--- src/design/spi_seq_pkg.sv ---
// Shared types, codes and defaults of the SPI master transaction sequencer.
`default_nettype none

package spi_seq_pkg;

   // Default sizes handed to the top level's parameters.
   localparam int unsigned DefQueueDepth = 8;
   localparam int unsigned DefSendDepth  = 64;
   localparam int unsigned DefTargets    = 4;

   // Configuration port.
   localparam int unsigned CsrIndexW     = 3;
   localparam logic [CsrIndexW-1:0] CsrFillByte = 3'd4;
   localparam logic [7:0] FillByteReset  = 8'hFF;

   // Operation codes of an input item.
   localparam logic [1:0] OpEnqueue = 2'd0;
   localparam logic [1:0] OpPush    = 2'd1;
   localparam logic [1:0] OpEvent   = 2'd2;

   // Action codes of a result item.
   typedef enum logic [2:0] {
      ACT_ACCEPTED  = 3'd0,
      ACT_REJECTED  = 3'd1,
      ACT_IGNORED   = 3'd2,
      ACT_SELECT    = 3'd3,
      ACT_SHIFT_OUT = 3'd4,
      ACT_RECEIVED  = 3'd5,
      ACT_DONE      = 3'd6
   } action_type;

   // One input item.
   typedef struct packed {
      logic [1:0] operation;
      logic [1:0] target_index;
      logic [7:0] send_count;
      logic [7:0] recv_count;
      logic [7:0] send_data;
      logic [7:0] shift_in_byte;
   } req_item_type;

   // One result item.
   typedef struct packed {
      logic [2:0] action;
      logic [7:0] data_byte;
      logic [1:0] target_id;
      logic [2:0] divisor_shift;
      logic       lsb_first;
      logic       clock_polarity;
      logic       clock_phase;
      logic       select_level;
      logic       last;
   } rsp_item_type;

   // Command kinds decided by the front end.
   typedef enum logic [1:0] {
      CMD_ENQUEUE,
      CMD_PUSH,
      CMD_EVENT,
      CMD_IGNORE
   } cmd_kind_type;

   // A classified item on its way from the front end to the back end.
   typedef struct packed {
      cmd_kind_type kind;
      logic [1:0]   target;
      logic [7:0]   send_count;
      logic [7:0]   recv_count;
      logic [7:0]   data;
   } cmd_type;

endpackage

`default_nettype wire

--- src/design/spi_master_transaction_sequencer_top.sv ---
// Top level of the SPI master transaction sequencer.
// Usage:
// Input items enter through push/full with the payload on req_item: enqueue a transaction,
// push a send byte, or report a completed byte shift. Results leave through empty/pop on
// rsp_item, oldest first; the last result caused by one item carries last set.
// Configuration writes use csr_valid/csr_ready with csr_index and csr_data; ready is always
// high and writes are meant for idle periods only.
// A two-entry command queue decouples acceptance from execution, and a four-entry result
// queue lets the sequencer run ahead of a stalled receiver; when that queue fills the
// sequencer holds, the command queue fills behind it and full rises.
// Steps: the sequencer takes a command in the idle state and then produces its results one
// at a time, holding while the result queue is full; an event that ends a transaction and
// starts the next passes through the end, wait and begin states and then the send or fill
// state, the wait state being the registered read of the transaction queue memory.
// Reset empties all queues, clears the target setup words and sets the fill byte to all ones;
// the queue memories keep their contents, which are never read before being written.
`default_nettype none

module spi_master_transaction_sequencer_top #(
   parameter int unsigned QUEUE_DEPTH = spi_seq_pkg::DefQueueDepth,
   parameter int unsigned SEND_DEPTH  = spi_seq_pkg::DefSendDepth,
   parameter int unsigned TARGETS     = spi_seq_pkg::DefTargets
) (
   input  wire logic                              clock,
   input  wire logic                              reset,
   input  wire logic                              push,
   output logic                                   full,
   input  wire spi_seq_pkg::req_item_type         req_item,
   output logic                                   empty,
   input  wire logic                              pop,
   output spi_seq_pkg::rsp_item_type              rsp_item,
   input  wire logic                              csr_valid,
   output logic                                   csr_ready,
   input  wire logic [spi_seq_pkg::CsrIndexW-1:0] csr_index,
   input  wire logic [7:0]                        csr_data
);
   import spi_seq_pkg::*;

   logic         cmd_valid;
   cmd_type      cmd_item;
   logic         cmd_pop;
   logic         res_push;
   rsp_item_type res_item;
   logic         res_full;

   assign csr_ready = 1'b1;

   // Accept and classify items.
   spi_seq_front #(
      .TARGETS (TARGETS)
   ) u_front (
      .clock     (clock),
      .reset     (reset),
      .push      (push),
      .full      (full),
      .req_item  (req_item),
      .cmd_valid (cmd_valid),
      .cmd_item  (cmd_item),
      .cmd_pop   (cmd_pop)
   );

   // Carry out commands.
   spi_seq_back #(
      .QUEUE_DEPTH (QUEUE_DEPTH),
      .SEND_DEPTH  (SEND_DEPTH),
      .TARGETS     (TARGETS)
   ) u_back (
      .clock     (clock),
      .reset     (reset),
      .cmd_valid (cmd_valid),
      .cmd_item  (cmd_item),
      .cmd_pop   (cmd_pop),
      .csr_valid (csr_valid),
      .csr_index (csr_index),
      .csr_data  (csr_data),
      .res_push  (res_push),
      .res_item  (res_item),
      .res_full  (res_full)
   );

   // Hold results for the receiver.
   spi_seq_rsp_fifo u_rsp_fifo (
      .clock    (clock),
      .reset    (reset),
      .res_push (res_push),
      .res_item (res_item),
      .res_full (res_full),
      .pop      (pop),
      .empty    (empty),
      .rsp_item (rsp_item)
   );

endmodule

`default_nettype wire

--- src/design/spi_seq_front.sv ---
// Front end: accepts input items, classifies them and queues them as commands.
`default_nettype none

module spi_seq_front #(
   parameter int unsigned TARGETS = spi_seq_pkg::DefTargets
) (
   input  wire logic                      clock,
   input  wire logic                      reset,
   input  wire logic                      push,
   output logic                           full,
   input  wire spi_seq_pkg::req_item_type req_item,
   output logic                           cmd_valid,
   output spi_seq_pkg::cmd_type           cmd_item,
   input  wire logic                      cmd_pop
);
   import spi_seq_pkg::*;

   localparam int unsigned CmdDepth = 2;

   cmd_type    cmd_q_ff [CmdDepth];
   cmd_type    cmd_new;
   logic       rd_ff;
   logic       wr_ff;
   logic [1:0] count_ff;
   logic [1:0] count_in;
   logic       take;
   logic       give;

   assign full      = (count_ff == 2'(CmdDepth));
   assign cmd_valid = (count_ff != 2'd0);
   assign cmd_item  = cmd_q_ff[rd_ff];
   assign take      = push & ~full;
   assign give      = cmd_pop & cmd_valid;

   // Classify the incoming item by its operation and target.
   always_comb begin
      cmd_new.target     = req_item.target_index;
      cmd_new.send_count = req_item.send_count;
      cmd_new.recv_count = req_item.recv_count;
      cmd_new.data       = (req_item.operation == OpPush) ? req_item.send_data
                                                           : req_item.shift_in_byte;
      unique case (req_item.operation)
         OpEnqueue: begin
            cmd_new.kind = ({1'b0, req_item.target_index} >= 3'(TARGETS)) ? CMD_IGNORE
                                                                          : CMD_ENQUEUE;
         end
         OpPush:  cmd_new.kind = CMD_PUSH;
         OpEvent: cmd_new.kind = CMD_EVENT;
         default: cmd_new.kind = CMD_IGNORE;
      endcase
   end

   // Occupancy of the command queue.
   always_comb begin
      count_in = count_ff;
      if (take && !give) begin
         count_in = count_ff + 2'd1;
      end else if (give && !take) begin
         count_in = count_ff - 2'd1;
      end
   end

   always_ff @(posedge clock) begin
      if (reset) begin
         rd_ff    <= 1'b0;
         wr_ff    <= 1'b0;
         count_ff <= 2'd0;
      end else begin
         count_ff <= count_in;
         if (take) begin
            wr_ff <= ~wr_ff;
         end
         if (give) begin
            rd_ff <= ~rd_ff;
         end
      end
   end

   // Command storage.
   always_ff @(posedge clock) begin
      if (take) begin
         cmd_q_ff[wr_ff] <= cmd_new;
      end
   end

endmodule

`default_nettype wire

--- src/design/spi_seq_back.sv ---
// Back end: runs commands against the transaction queue and send FIFO, one command at a time.
`default_nettype none

module spi_seq_back #(
   parameter int unsigned QUEUE_DEPTH = spi_seq_pkg::DefQueueDepth,
   parameter int unsigned SEND_DEPTH  = spi_seq_pkg::DefSendDepth,
   parameter int unsigned TARGETS     = spi_seq_pkg::DefTargets
) (
   input  wire logic                                   clock,
   input  wire logic                                   reset,
   input  wire logic                                   cmd_valid,
   input  wire spi_seq_pkg::cmd_type                   cmd_item,
   output logic                                        cmd_pop,
   input  wire logic                                   csr_valid,
   input  wire logic [spi_seq_pkg::CsrIndexW-1:0]      csr_index,
   input  wire logic [7:0]                             csr_data,
   output logic                                        res_push,
   output spi_seq_pkg::rsp_item_type                   res_item,
   input  wire logic                                   res_full
);
   import spi_seq_pkg::*;

   localparam int unsigned QPtrW = (QUEUE_DEPTH > 1) ? $clog2(QUEUE_DEPTH) : 1;
   localparam int unsigned QCntW = $clog2(QUEUE_DEPTH + 1);
   localparam int unsigned SPtrW = (SEND_DEPTH > 1) ? $clog2(SEND_DEPTH) : 1;
   localparam int unsigned SCntW = $clog2(SEND_DEPTH + 1);
   localparam int unsigned TgtW  = (TARGETS > 1) ? $clog2(TARGETS) : 1;
   localparam logic [2:0]  DivMax = 3'd7;

   typedef struct packed {
      logic [1:0] target;
      logic [7:0] send_count;
      logic [7:0] recv_count;
   } txn_type;

   typedef enum logic [2:0] {
      ST_IDLE,
      ST_EXEC,
      ST_SEND,
      ST_FILL,
      ST_END,
      ST_WAIT,
      ST_BEGIN
   } state_type;

   // Result with the mode fields of a target filled in.
   function automatic rsp_item_type mode_rsp(input action_type act, input logic [7:0] data,
                                             input logic [1:0] tgt, input logic [6:0] mode,
                                             input logic deselect, input logic fin);
      rsp_item_type r;
      r.action         = act;
      r.data_byte      = data;
      r.target_id      = tgt;
      r.divisor_shift  = (mode[2:0] == DivMax) ? DivMax : mode[2:0] + 3'd1;
      r.lsb_first      = mode[3];
      r.clock_polarity = mode[4];
      r.clock_phase    = mode[5];
      r.select_level   = mode[6] ^ deselect;
      r.last           = fin;
      return r;
   endfunction

   // Result with no mode fields.
   function automatic rsp_item_type plain_rsp(input action_type act, input logic fin);
      rsp_item_type r;
      r        = '0;
      r.action = act;
      r.last   = fin;
      return r;
   endfunction

   state_type        state_ff, state_in;
   cmd_type          cmd_ff, cmd_in;
   logic [6:0]       setup_ff [TARGETS];
   logic [7:0]       fill_ff;
   txn_type          q_mem_ff [QUEUE_DEPTH];
   txn_type          q_rdata_ff;
   logic [QPtrW-1:0] q_head_ff, q_head_in;
   logic [QPtrW-1:0] q_tail_ff, q_tail_in;
   logic [QCntW-1:0] q_fill_ff, q_fill_in;
   logic [7:0]       s_mem_ff [SEND_DEPTH];
   logic [7:0]       s_rdata_ff;
   logic [SPtrW-1:0] s_head_ff, s_head_in;
   logic [SPtrW-1:0] s_tail_ff, s_tail_in;
   logic [SCntW-1:0] s_fill_ff, s_fill_in;
   logic [7:0]       send_left_ff, send_left_in;
   logic [7:0]       recv_left_ff, recv_left_in;
   logic [1:0]       act_target_ff, act_target_in;
   logic [6:0]       act_mode_ff, act_mode_in;
   logic             q_wr;
   logic             s_wr;
   logic [6:0]       new_mode;
   logic [7:0]       out_byte;

   assign new_mode = setup_ff[q_rdata_ff.target[TgtW-1:0]];
   assign out_byte = (s_fill_ff != '0) ? s_rdata_ff : fill_ff;

   // Sequencer: at most one result per cycle, holding while the result queue is full.
   always_comb begin
      state_in      = state_ff;
      cmd_in        = cmd_ff;
      q_head_in     = q_head_ff;
      q_tail_in     = q_tail_ff;
      q_fill_in     = q_fill_ff;
      s_head_in     = s_head_ff;
      s_tail_in     = s_tail_ff;
      s_fill_in     = s_fill_ff;
      send_left_in  = send_left_ff;
      recv_left_in  = recv_left_ff;
      act_target_in = act_target_ff;
      act_mode_in   = act_mode_ff;
      cmd_pop       = 1'b0;
      res_push      = 1'b0;
      res_item      = plain_rsp(ACT_IGNORED, 1'b1);
      q_wr          = 1'b0;
      s_wr          = 1'b0;
      unique case (state_ff)
         ST_IDLE: begin
            if (cmd_valid) begin
               cmd_pop  = 1'b1;
               cmd_in   = cmd_item;
               state_in = ST_EXEC;
            end
         end
         ST_EXEC: begin
            if (!res_full) begin
               state_in = ST_IDLE;
               unique case (cmd_ff.kind)
                  CMD_ENQUEUE: begin
                     res_push = 1'b1;
                     if (q_fill_ff == QCntW'(QUEUE_DEPTH)) begin
                        res_item = plain_rsp(ACT_REJECTED, 1'b1);
                     end else begin
                        q_wr      = 1'b1;
                        q_tail_in = (q_tail_ff == QPtrW'(QUEUE_DEPTH - 1)) ? '0
                                                                          : q_tail_ff + 1'b1;
                        q_fill_in = q_fill_ff + 1'b1;
                        res_item  = plain_rsp(ACT_ACCEPTED, q_fill_ff != '0);
                        if (q_fill_ff == '0) begin
                           state_in = ST_WAIT;
                        end
                     end
                  end
                  CMD_PUSH: begin
                     res_push = 1'b1;
                     if (s_fill_ff == SCntW'(SEND_DEPTH)) begin
                        res_item = plain_rsp(ACT_REJECTED, 1'b1);
                     end else begin
                        s_wr      = 1'b1;
                        s_tail_in = (s_tail_ff == SPtrW'(SEND_DEPTH - 1)) ? '0
                                                                         : s_tail_ff + 1'b1;
                        s_fill_in = s_fill_ff + 1'b1;
                        res_item  = plain_rsp(ACT_ACCEPTED, 1'b1);
                     end
                  end
                  CMD_EVENT: begin
                     if (q_fill_ff == '0) begin
                        res_push = 1'b1;
                        res_item = plain_rsp(ACT_IGNORED, 1'b1);
                     end else if (send_left_ff != 8'd0) begin
                        state_in = ST_SEND;
                     end else if (recv_left_ff != 8'd0) begin
                        res_push     = 1'b1;
                        recv_left_in = recv_left_ff - 8'd1;
                        res_item     = mode_rsp(ACT_RECEIVED, cmd_ff.data, act_target_ff,
                                                act_mode_ff, 1'b0, 1'b0);
                        state_in     = (recv_left_ff != 8'd1) ? ST_FILL : ST_END;
                     end else begin
                        state_in = ST_END;
                     end
                  end
                  default: begin
                     res_push = 1'b1;
                     res_item = plain_rsp(ACT_IGNORED, 1'b1);
                  end
               endcase
            end
         end
         ST_SEND: begin
            if (!res_full) begin
               res_push     = 1'b1;
               res_item     = mode_rsp(ACT_SHIFT_OUT, out_byte, act_target_ff, act_mode_ff,
                                       1'b0, 1'b1);
               send_left_in = send_left_ff - 8'd1;
               if (s_fill_ff != '0) begin
                  s_head_in = (s_head_ff == SPtrW'(SEND_DEPTH - 1)) ? '0 : s_head_ff + 1'b1;
                  s_fill_in = s_fill_ff - 1'b1;
               end
               state_in = ST_IDLE;
            end
         end
         ST_FILL: begin
            if (!res_full) begin
               res_push = 1'b1;
               res_item = mode_rsp(ACT_SHIFT_OUT, fill_ff, act_target_ff, act_mode_ff,
                                   1'b0, 1'b1);
               state_in = ST_IDLE;
            end
         end
         ST_END: begin
            if (!res_full) begin
               res_push  = 1'b1;
               res_item  = mode_rsp(ACT_DONE, 8'd0, act_target_ff, act_mode_ff, 1'b1,
                                    q_fill_ff == QCntW'(1));
               q_head_in = (q_head_ff == QPtrW'(QUEUE_DEPTH - 1)) ? '0 : q_head_ff + 1'b1;
               q_fill_in = q_fill_ff - 1'b1;
               state_in  = (q_fill_ff != QCntW'(1)) ? ST_WAIT : ST_IDLE;
            end
         end
         ST_WAIT: begin
            // The head entry is read from the queue memory during this cycle.
            state_in = ST_BEGIN;
         end
         ST_BEGIN: begin
            if (!res_full) begin
               res_push      = 1'b1;
               act_target_in = q_rdata_ff.target;
               act_mode_in   = new_mode;
               send_left_in  = q_rdata_ff.send_count;
               recv_left_in  = q_rdata_ff.recv_count;
               res_item      = mode_rsp(ACT_SELECT, 8'd0, q_rdata_ff.target, new_mode,
                                        1'b0, 1'b0);
               state_in      = (q_rdata_ff.send_count != 8'd0) ? ST_SEND : ST_FILL;
            end
         end
         default: begin
            state_in = ST_IDLE;
         end
      endcase
   end

   // State, counters and the latched transaction.
   always_ff @(posedge clock) begin
      if (reset) begin
         state_ff      <= ST_IDLE;
         q_head_ff     <= '0;
         q_tail_ff     <= '0;
         q_fill_ff     <= '0;
         s_head_ff     <= '0;
         s_tail_ff     <= '0;
         s_fill_ff     <= '0;
         send_left_ff  <= 8'd0;
         recv_left_ff  <= 8'd0;
         act_target_ff <= 2'd0;
         act_mode_ff   <= 7'd0;
      end else begin
         state_ff      <= state_in;
         q_head_ff     <= q_head_in;
         q_tail_ff     <= q_tail_in;
         q_fill_ff     <= q_fill_in;
         s_head_ff     <= s_head_in;
         s_tail_ff     <= s_tail_in;
         s_fill_ff     <= s_fill_in;
         send_left_ff  <= send_left_in;
         recv_left_ff  <= recv_left_in;
         act_target_ff <= act_target_in;
         act_mode_ff   <= act_mode_in;
      end
      cmd_ff <= cmd_in;
   end

   // Configuration registers; setup words beyond the target count are never used.
   always_ff @(posedge clock) begin
      if (reset) begin
         for (int i = 0; i < TARGETS; i++) begin
            setup_ff[i] <= 7'd0;
         end
         fill_ff <= FillByteReset;
      end else if (csr_valid) begin
         if (csr_index < CsrIndexW'(TARGETS)) begin
            setup_ff[csr_index[TgtW-1:0]] <= csr_data[6:0];
         end else if (csr_index == CsrFillByte) begin
            fill_ff <= csr_data;
         end
      end
   end

   // Transaction queue memory with a registered read of the head entry.
   always_ff @(posedge clock) begin
      if (q_wr) begin
         q_mem_ff[q_tail_ff] <= '{target: cmd_ff.target, send_count: cmd_ff.send_count,
                                  recv_count: cmd_ff.recv_count};
      end
      q_rdata_ff <= q_mem_ff[q_head_ff];
   end

   // Send data memory with a registered read of the oldest byte.
   always_ff @(posedge clock) begin
      if (s_wr) begin
         s_mem_ff[s_tail_ff] <= cmd_ff.data;
      end
      s_rdata_ff <= s_mem_ff[s_head_ff];
   end

   // Checks on the sequencer.
   assert property (@(posedge clock) disable iff (reset)
      q_fill_ff <= QCntW'(QUEUE_DEPTH))
      else $error("transaction queue overfilled");

   assert property (@(posedge clock) disable iff (reset)
      s_fill_ff <= SCntW'(SEND_DEPTH))
      else $error("send FIFO overfilled");

   assert property (@(posedge clock) disable iff (reset)
      res_push |-> !res_full)
      else $error("result pushed into a full result queue");

   assert property (@(posedge clock) disable iff (reset)
      (res_push && (res_item.action == ACT_SHIFT_OUT || res_item.action == ACT_RECEIVED
                    || res_item.action == ACT_DONE)) |-> (q_fill_ff != '0))
      else $error("transfer result with no active transaction");

   assert property (@(posedge clock) disable iff (reset)
      cmd_pop |=> (state_ff == ST_EXEC))
      else $error("command taken without being executed");

endmodule

`default_nettype wire

--- src/design/spi_seq_rsp_fifo.sv ---
// Result queue between the back end and the result channel.
`default_nettype none

module spi_seq_rsp_fifo (
   input  wire logic                      clock,
   input  wire logic                      reset,
   input  wire logic                      res_push,
   input  wire spi_seq_pkg::rsp_item_type res_item,
   output logic                           res_full,
   input  wire logic                      pop,
   output logic                           empty,
   output spi_seq_pkg::rsp_item_type      rsp_item
);
   import spi_seq_pkg::*;

   localparam int unsigned RspDepth = 4;

   rsp_item_type mem_ff [RspDepth];
   logic [1:0]   rd_ff;
   logic [1:0]   wr_ff;
   logic [2:0]   count_ff;
   logic [2:0]   count_in;
   logic         take;
   logic         give;

   assign res_full = (count_ff == 3'(RspDepth));
   assign empty    = (count_ff == 3'd0);
   assign rsp_item = mem_ff[rd_ff];
   assign take     = res_push & ~res_full;
   assign give     = pop & ~empty;

   // Occupancy count.
   always_comb begin
      count_in = count_ff;
      if (take && !give) begin
         count_in = count_ff + 3'd1;
      end else if (give && !take) begin
         count_in = count_ff - 3'd1;
      end
   end

   always_ff @(posedge clock) begin
      if (reset) begin
         rd_ff    <= 2'd0;
         wr_ff    <= 2'd0;
         count_ff <= 3'd0;
      end else begin
         count_ff <= count_in;
         if (take) begin
            wr_ff <= wr_ff + 2'd1;
         end
         if (give) begin
            rd_ff <= rd_ff + 2'd1;
         end
      end
   end

   // Result storage.
   always_ff @(posedge clock) begin
      if (take) begin
         mem_ff[wr_ff] <= res_item;
      end
   end

endmodule

`default_nettype wire

--- config.mk ---
export PLATFORM = sky130hd
export DESIGN_NAME = spi_master_transaction_sequencer_top
export DESIGN_NICKNAME = d
export VERILOG_FILES = /design/src/design/spi_seq_pkg.sv /design/src/design/spi_master_transaction_sequencer_top.sv /design/src/design/spi_seq_front.sv /design/src/design/spi_seq_back.sv /design/src/design/spi_seq_rsp_fifo.sv
export SDC_FILE = /design/constraint.sdc
export NUM_CORES = 1
export LEC_CHECK = 0
export ABC_AREA = 1
export BUFFER_PORTS_ARGS = -buffer_cell sky130_fd_sc_hd__buf_2
export CORE_UTILIZATION = 40
export DETAILED_ROUTE_END_ITERATION = 8
export GPL_TIMING_DRIVEN = 0
export PLACE_DENSITY = 0.6
export SLEW_MARGIN = 20
export SYNTH_ARGS = -nofsm -noshare
export SYNTH_HDL_FRONTEND = slang
export SYNTH_SLANG_ARGS = --single-unit
export TNS_END_PERCENT = 10
--- constraint.sdc ---
create_clock -name clock -period 8.05 [get_ports clock]
set_input_delay 0.4025 -clock clock [delete_from_list [all_inputs] [get_ports clock]]
set_output_delay 0.4025 -clock clock [all_outputs]
set_load 0.05 [all_outputs]
Word-level counts from Yosys, hierarchy flattened. Memories as Yosys holds them, arrays and structs flattened. A register that Yosys moved wholly into a read port is not among the register bits. Index checks and enable logic that the tools add are counted.

Memories: 5. Flip-flop bits (word level): 76. Bits in latches: 0. Input bits: 52. Memory bits (writable): 824. Logic and storage cells: 231. ROM bits: 0.

Bitwise gates (word level): 13. Magnitude comparators: 1. Div/mod/pow operators: 0. Muxes and demuxes: 97. Multipliers: 0. Reduce and logical (&&, ||, !) cells: 40. Eq/ne operators: 39. Shifts and indexed selects: 0. Add/subtract/negate cells: 18.

Memories: u_back.s_mem_ff (depth 64, bits a word 8, rd ports 1, clocked after Yosys merged registers in 1, write ports 1, line spi_seq_back.sv:81) `logic [7:0] s_mem_ff [SEND_DEPTH];`; u_back.q_mem_ff (depth 8, bits a word 18, rd ports 1, clocked after Yosys merged registers in 1, write ports 1, line spi_seq_back.sv:76) `txn_type q_mem_ff [QUEUE_DEPTH];`; u_rsp_fifo.mem_ff (depth 4, bits a word 21, rd ports 1, clocked after Yosys merged registers in 1, write ports 1, line spi_seq_rsp_fifo.sv:18) `rsp_item_type mem_ff [RspDepth];`; u_front.cmd_q_ff (depth 2, bits a word 28, rd ports 1, clocked after Yosys merged registers in 1, write ports 1, line spi_seq_front.sv:20) `cmd_type cmd_q_ff [CmdDepth];`; u_back.setup_ff (depth 4, bits a word 7, rd ports 1, clocked after Yosys merged registers in 0, write ports 4, line spi_seq_back.sv:74) `logic [6:0] setup_ff [TARGETS];`.

Operators with widths (count): 21-bit two-way mux (7); 21-bit one-hot mux with 5 select lines (1); 8-bit two-way mux (10); 21-bit one-hot mux with 3 select lines (1); 19-bit two-way mux (3); 3-bit two-way mux (18); 7-bit two-way mux (6); 1-bit two-way mux (32); 8-bit one-hot mux with 2 select lines (2); 3-bit == test (second input constant) (9); 2-bit != test (second input constant) (12); 8-bit nonzero test (3); 3-bit one-hot mux with 6 select lines (1); 4-bit two-way mux (4); 8-bit by 1-bit subtractor with 8-bit output (second input constant) (2); 3-bit by 1-bit adder with 3-bit output (second input constant) (5); 7-bit one-hot mux with 2 select lines (1); 2-bit nonzero test (7); 6-bit by 1-bit adder with 6-bit output (second input constant) (2); 6-bit == test (second input constant) (2); 6-bit two-way mux (2); 2-bit two-way mux (5); 5-bit AND reduction (2); 1-bit NOT (9); 38 further kinds (62).

Logic depth before layout (Yosys ltp).
Depth in word-level cells: 12. Gate-level depth with buffers: 17. Gate-level depth less buffers: 17.

Cells and area by module. From an unflattened synthesis, not the netlist that was laid out.

Cells, all modules: 3330. Area total of the unflattened synthesis: 39186.3 sq um.

Modules (own cells, without submodules): spi_seq_back (cells each 2901, times used 1, area each 32997.9 sq um, seq. area each 23202.3 sq um); spi_seq_rsp_fifo (cells each 274, times used 1, area each 3689.8 sq um, seq. area each 2702.6 sq um); spi_seq_front (cells each 153, times used 1, area each 2487.4 sq um, seq. area each 1781.7 sq um); spi_master_transaction_sequencer_top (cells each 2, times used 1, area each 11.3 sq um, seq. area each 0.0 sq um).

Worst setup path before layout. Ideal clock, no wire load.

Path kind: register to register. Start: register u_back.q_fill_ff[0]. End: memory u_back.q_mem_ff[0][0] (netlist name), enable pin. Required time: 7.634 ns. Setup slack: 5.126 ns. Setup time: 0.416 ns. Clock period less this slack: 2.924 ns. Arrival: 2.508 ns. Cell stages (with the launch flop): 7. Cell sequence: dfxtp_1 inv_1 ha_1 nand3_1 nand4_4 or2_1 nor3_1.

Longest elaborated chain between the ends: 7.

RTL lines: start: declaration (line spi_seq_back.sv:80) `logic [QCntW-1:0] q_fill_ff, q_fill_in;`; start signal: assignment (line spi_seq_back.sv:250) `q_fill_ff <= q_fill_in;`; 4-bit == test (line spi_seq_back.sv:131) `if (q_fill_ff == QCntW'(QUEUE_DEPTH)) begin`; 1-bit two-way mux (line spi_seq_back.sv:131); 1-bit two-way mux (line spi_seq_back.sv:128) `unique case (cmd_ff.kind)`; 1-bit two-way mux (line spi_seq_back.sv:126) `if (!res_full) begin`; 1-bit two-way mux (line spi_seq_back.sv:117) `unique case (state_ff)`; 1-bit two-way mux (line spi_seq_back.sv:280) `if (q_wr) begin`; 1-bit two-way mux (not written as such) (line spi_seq_back.sv:281) `q_mem_ff[q_tail_ff] <= '{target: cmd_ff.target, send_count: cmd_ff.send_count,`; end: declaration (line spi_seq_back.sv:76).

Every way passes these cells.

Final worst setup path.
Start: register u_back.cmd_ff[26] (netlist name). End: memory u_back.s_mem_ff[9][6], enable pin.

Longest elaborated chain between the ends: 6.

RTL lines: start: declaration (line spi_seq_back.sv:73) `cmd_type cmd_ff, cmd_in;`; start signal: assignment (line spi_seq_back.sv:259) `cmd_ff <= cmd_in;`; 2-bit by 1-bit == test with 1-bit output (line spi_seq_back.sv:128); 1-bit two-way mux (line spi_seq_back.sv:128); 1-bit two-way mux (line spi_seq_back.sv:126); 1-bit two-way mux (line spi_seq_back.sv:117); 1-bit two-way mux (line spi_seq_back.sv:289) `if (s_wr) begin`; 1-bit two-way mux (not written as such) (line spi_seq_back.sv:290) `s_mem_ff[s_tail_ff] <= cmd_ff.data;`; end: declaration (line spi_seq_back.sv:81).

Every way passes these cells.

==> summary.txt <==
Min path
  – Hold wc startpoint: csr_data[7]
  – Hold depth: 3
  – Hold Path Sink: u_back.fill_ff[7]
  – Hold/Removal Path Class: primary input to flip-flop

Cells and area
  – Fillcell total: 8755
  – Multi-input logic area: 10240 µm²
  – Finished Core Util: 46.91%
  – Register area: 27670 µm²
  – Area delta synth->final: 15.90%
  – Ant diodes: 0
  – Commonest non-fill, non-tap cell in the layout: edfxtp_1
  – Most frequent cells in the layout: edfxtp_1 (852), nor2_1 (679), nand2_1 (624), o21ai_0 (394), nand3_1 (184)
  – Layout cell share with drive strength beyond 1: 10.40%
  – Cell area after layout: 45430 µm²
  – Fin nets: 3814

Die
  – FP Rows: 114
  – Die Y: 315.1 µm
  – Die W: 315.1 µm
  – Die area: 99260 µm²
  – Starting density of the core: 40.48%
  – Core Footprint: 96850 µm²
  – I/O pin count: 76

Detailed routing
  – Top Layer Used: met4
  – Final wirelength: 111500 µm
  – Post-detailed-route count of antenna-violating nets: 0
  – WL met2: 49140 µm
  – Post-Route M1 WL: 49040 µm
  – Metal3 WL: 9666 µm
  – DR pass1 iterations: 8
  – Post-route DRC: 7
  – Via/cell ratio: 5.336
  – Routed len/inst: 21.89 µm
  – Total number of vias: 27170
  – Drt first-iter violations: 3403

CTS
  – Root Buffer: clkbuf_16
  – Max clock buf depth: 3
  – Clk_lat worst skew: 0.69 ns
  – CTS Buf Count: 100
  – TritonCTS clock tree: done
  – Post-CTS setup buffers: 0
  – H-tree depth: 3
  – Clk sinks: 956
  – CTS clk-pin slew, worst paths: 0.06 ns

Worst setup path
  – Slowest stage delay, CP: 0.97 ns
  – Cell Chain, Critical Path: inv_1, nor2_1, nand2_4, nor2_4, inv_4, nor2_4, nand2_1, nor2_1
  – Crit-path slowest cell: nor2_1
  – Reg2reg start: u_back.cmd_ff[26]
  – Reg2reg end: u_back.s_mem_ff[9][6]
  – Setup crit end kind: flip-flop
  – CP Data Required Time: 8.35 ns
  – CP startpoint kind: flip-flop
  – Arrival time worst endpoint: 3.59 ns
  – FF-to-FF path depth: 8
  – Reg2Reg Setup Slack: 4.76 ns
  – CP Class: flip-flop to flip-flop
  – CP max FO: 8

Synth
  – Largest area contributor in the netlist: edfxtp_1
  – Netlist cell types: 52
  – Post-synth net total: 3576
  – Synth area leaders: edfxtp_1 (65%), nor2_1 (6.6%), nand2_1 (6.0%)
  – Synth Flop Type: edfxtp_1
  – Sequential cell area fraction in the yosys report: 70.57%
  – Post-Synthesis Cells: 3496
  – Synthesized area: 39200 µm²
  – Post-synth EDFFs: 852
  – Synthesis Warnings: 0
  – Area share of the leading cell type in the synthesized netlist: 65.26%
  – Syn Area/Cell: 11.21 µm²
  – Yosys reg bits: 956
  – Ys async rst share: 0%

STA
  – Final period utilization: 40.83%
  – Slew Viols, Final: 0
  – Slew @ Worst Pin: 1.123 ns
  – Fin Setup TNS: 0 ns
  – Final setup fails: 0
  – Count of final hold-check violations: 0
  – Max Clk Rate: 0.3043 GHz
  – Slew Limit Headroom: 25.16%
  – RSZ-0062 raised after global routing: false
  – Crit path time final: 3.287 ns
  – Final Skew: 0.01879 ns

Placement
  – Post-DP HPWL: 76490 µm
  – IO Port Bufs: 74
  – Routability Congestion: 1.001
  – Dpl cell area: 41900 µm²

Global routing
  – Antenna violations before repair: 3
  – Total track usage: 22.34%
  – Pin count of the biggest net entering global routing: 29
  – First-pass GRT wire length: 163900 µm
  – Vias in the first global route: 25670
  – Gr ovfl total: 0

Power
  – Pwr/cell area: 295.0 nW/µm²
  – Peak supply drop: 0.1666 mV
  – Leak pwr: 16.39 nW

Run status
  – Failing checks: DRC
  – Status: finished with violations

Job
  – Max-Cap Viols: 0
## worst max-delay path: cells and delay by family (launching register included)
kind,cells,cell delay [ns]
simple gates,6,2.06
flops,1,0.60
buf+inv,2,0.22
## sequential cells by signal, summed over array words and instances, names as in the netlist, 3 cells and up, named ones only
name,flops
u_back.q_head_ff,3
u_back.setup_ff,28
u_back.s_head_ff,6
u_back.cmd_ff,28
u_rsp_fifo.mem_ff,84
u_back.s_rdata_ff,8
u_back.recv_left_ff,8
u_back.s_tail_ff,6
u_front.cmd_q_ff,56
u_back.q_tail_ff,3
u_rsp_fifo.count_ff,3
u_back.send_left_ff,8
u_back.q_rdata_ff,18
u_back.q_fill_ff,4
u_back.fill_ff,8
u_back.s_fill_ff,7
u_back.s_mem_ff,512
u_back.act_mode_ff,7
u_back.state_ff,3
u_back.q_mem_ff,144
## Yosys cell counts, types with 3 or more instances
| library cell | instances |
|---|---|
| clkinv_1 | 3 |
| nor2_4 | 7 |
| a31oi_1 | 20 |
| nand2_4 | 5 |
| buf_6 | 6 |
| dfxtp_1 | 104 |
| ha_1 | 26 |
| nor4_1 | 3 |
| nor3_1 | 14 |
| buf_1 | 13 |
| nor2_1 | 685 |
| o21ai_1 | 5 |
| nand2_2 | 9 |
| o21ai_0 | 394 |
| nor2_2 | 5 |
| buf_2 | 44 |
| mux2_2 | 8 |
| nand3_1 | 184 |
| o22ai_1 | 49 |
| nand4_1 | 19 |
| buf_4 | 14 |
| inv_2 | 11 |
| o211ai_1 | 36 |
| a21oi_1 | 82 |
| xor2_1 | 8 |
| inv_1 | 142 |
| nand2_1 | 624 |
| edfxtp_1 | 852 |
| clkbuf_1 | 94 |
## report_power, final
part | switching (W) | internal [W] | total [W]
registers | 0.000327 | 0.00628 | 0.00661
logic | 0.00149 | 0.000554 | 0.00204
clock network | 0.00195 | 0.00280 | 0.00475
total | 0.00376 | 0.00964 | 0.0134
## logic make-up (layout without fill, tap and decap cells)
logic type,after synthesis,in the layout,synth area share (%)
XOR/XNOR,10,10,0.2234
AO/OA/AOI/OAI,598,598,8.196
buffers and inverters,328,648,3.536
AND/OR/NAND/NOR,1567,1567,16.30
adder cells (fa/ha/maj),28,28,0.9320
multiplexers,8,8,0.2298
other,1,1,0.009566
flip-flops,956,956,70.57
## cell type report
cell class / instances / share of cell area (%)
plain buffers: 171 / 1.749
clock buffers: 136 / 5.918
clock inverters: 48 / 1.473
inverters: 157 / 1.303
multi-input cells: 2212 / 22.54
flip-flops and latches: 956 / 60.89
well taps: 1276 / 3.514
repair buffers: 136 / 2.611
## timing repair
action                    CTS  global route
hold buffers               18             0
hold endpoints to repair   36             0
gates resized for setup     0             0
## per-stage QoR
step	hold WS, ns	worst slack (ns)	std cells	power, W
2_1_floorplan	0.4362	5.126	3496	0.007706
3_3_place_gp	0.4511	3.900	4846	0.008498
3_5_place_dp	0.4551	4.870	4890	0.008753
4_1_cts	0.01735	4.850	5092	0.01347
5_1_grt	0.05764	4.669	5092	0.01386
6_report	0.04445	4.763	5092	0.01340
## how the worst max path moves through the flow
stage,cells past startpoint,from,to,slack [ns]
2_1_floorplan,6,u_back.q_fill_ff[0],u_back.q_mem_ff[0][0],5.13
5_1_grt,8,u_back.cmd_ff[26],u_back.s_mem_ff[37][1],4.67
3_3_place_gp,7,u_back.state_ff[0],u_back.q_mem_ff[1][13],3.90
3_5_place_dp,8,u_back.cmd_ff[26],u_back.s_mem_ff[37][5],4.87
4_1_cts,8,u_back.cmd_ff[26],u_back.s_mem_ff[37][1],4.85
6_report,8,u_back.cmd_ff[26],u_back.s_mem_ff[9][6],4.76
## metal layers
layer	up-vias	track usage [%]
met4	0	8.175
met5	-	0
met1	13130	31.90
li1	12650	-
met2	1188	34.00
met3	205	4.072
(Power assumes the default switching activity.)
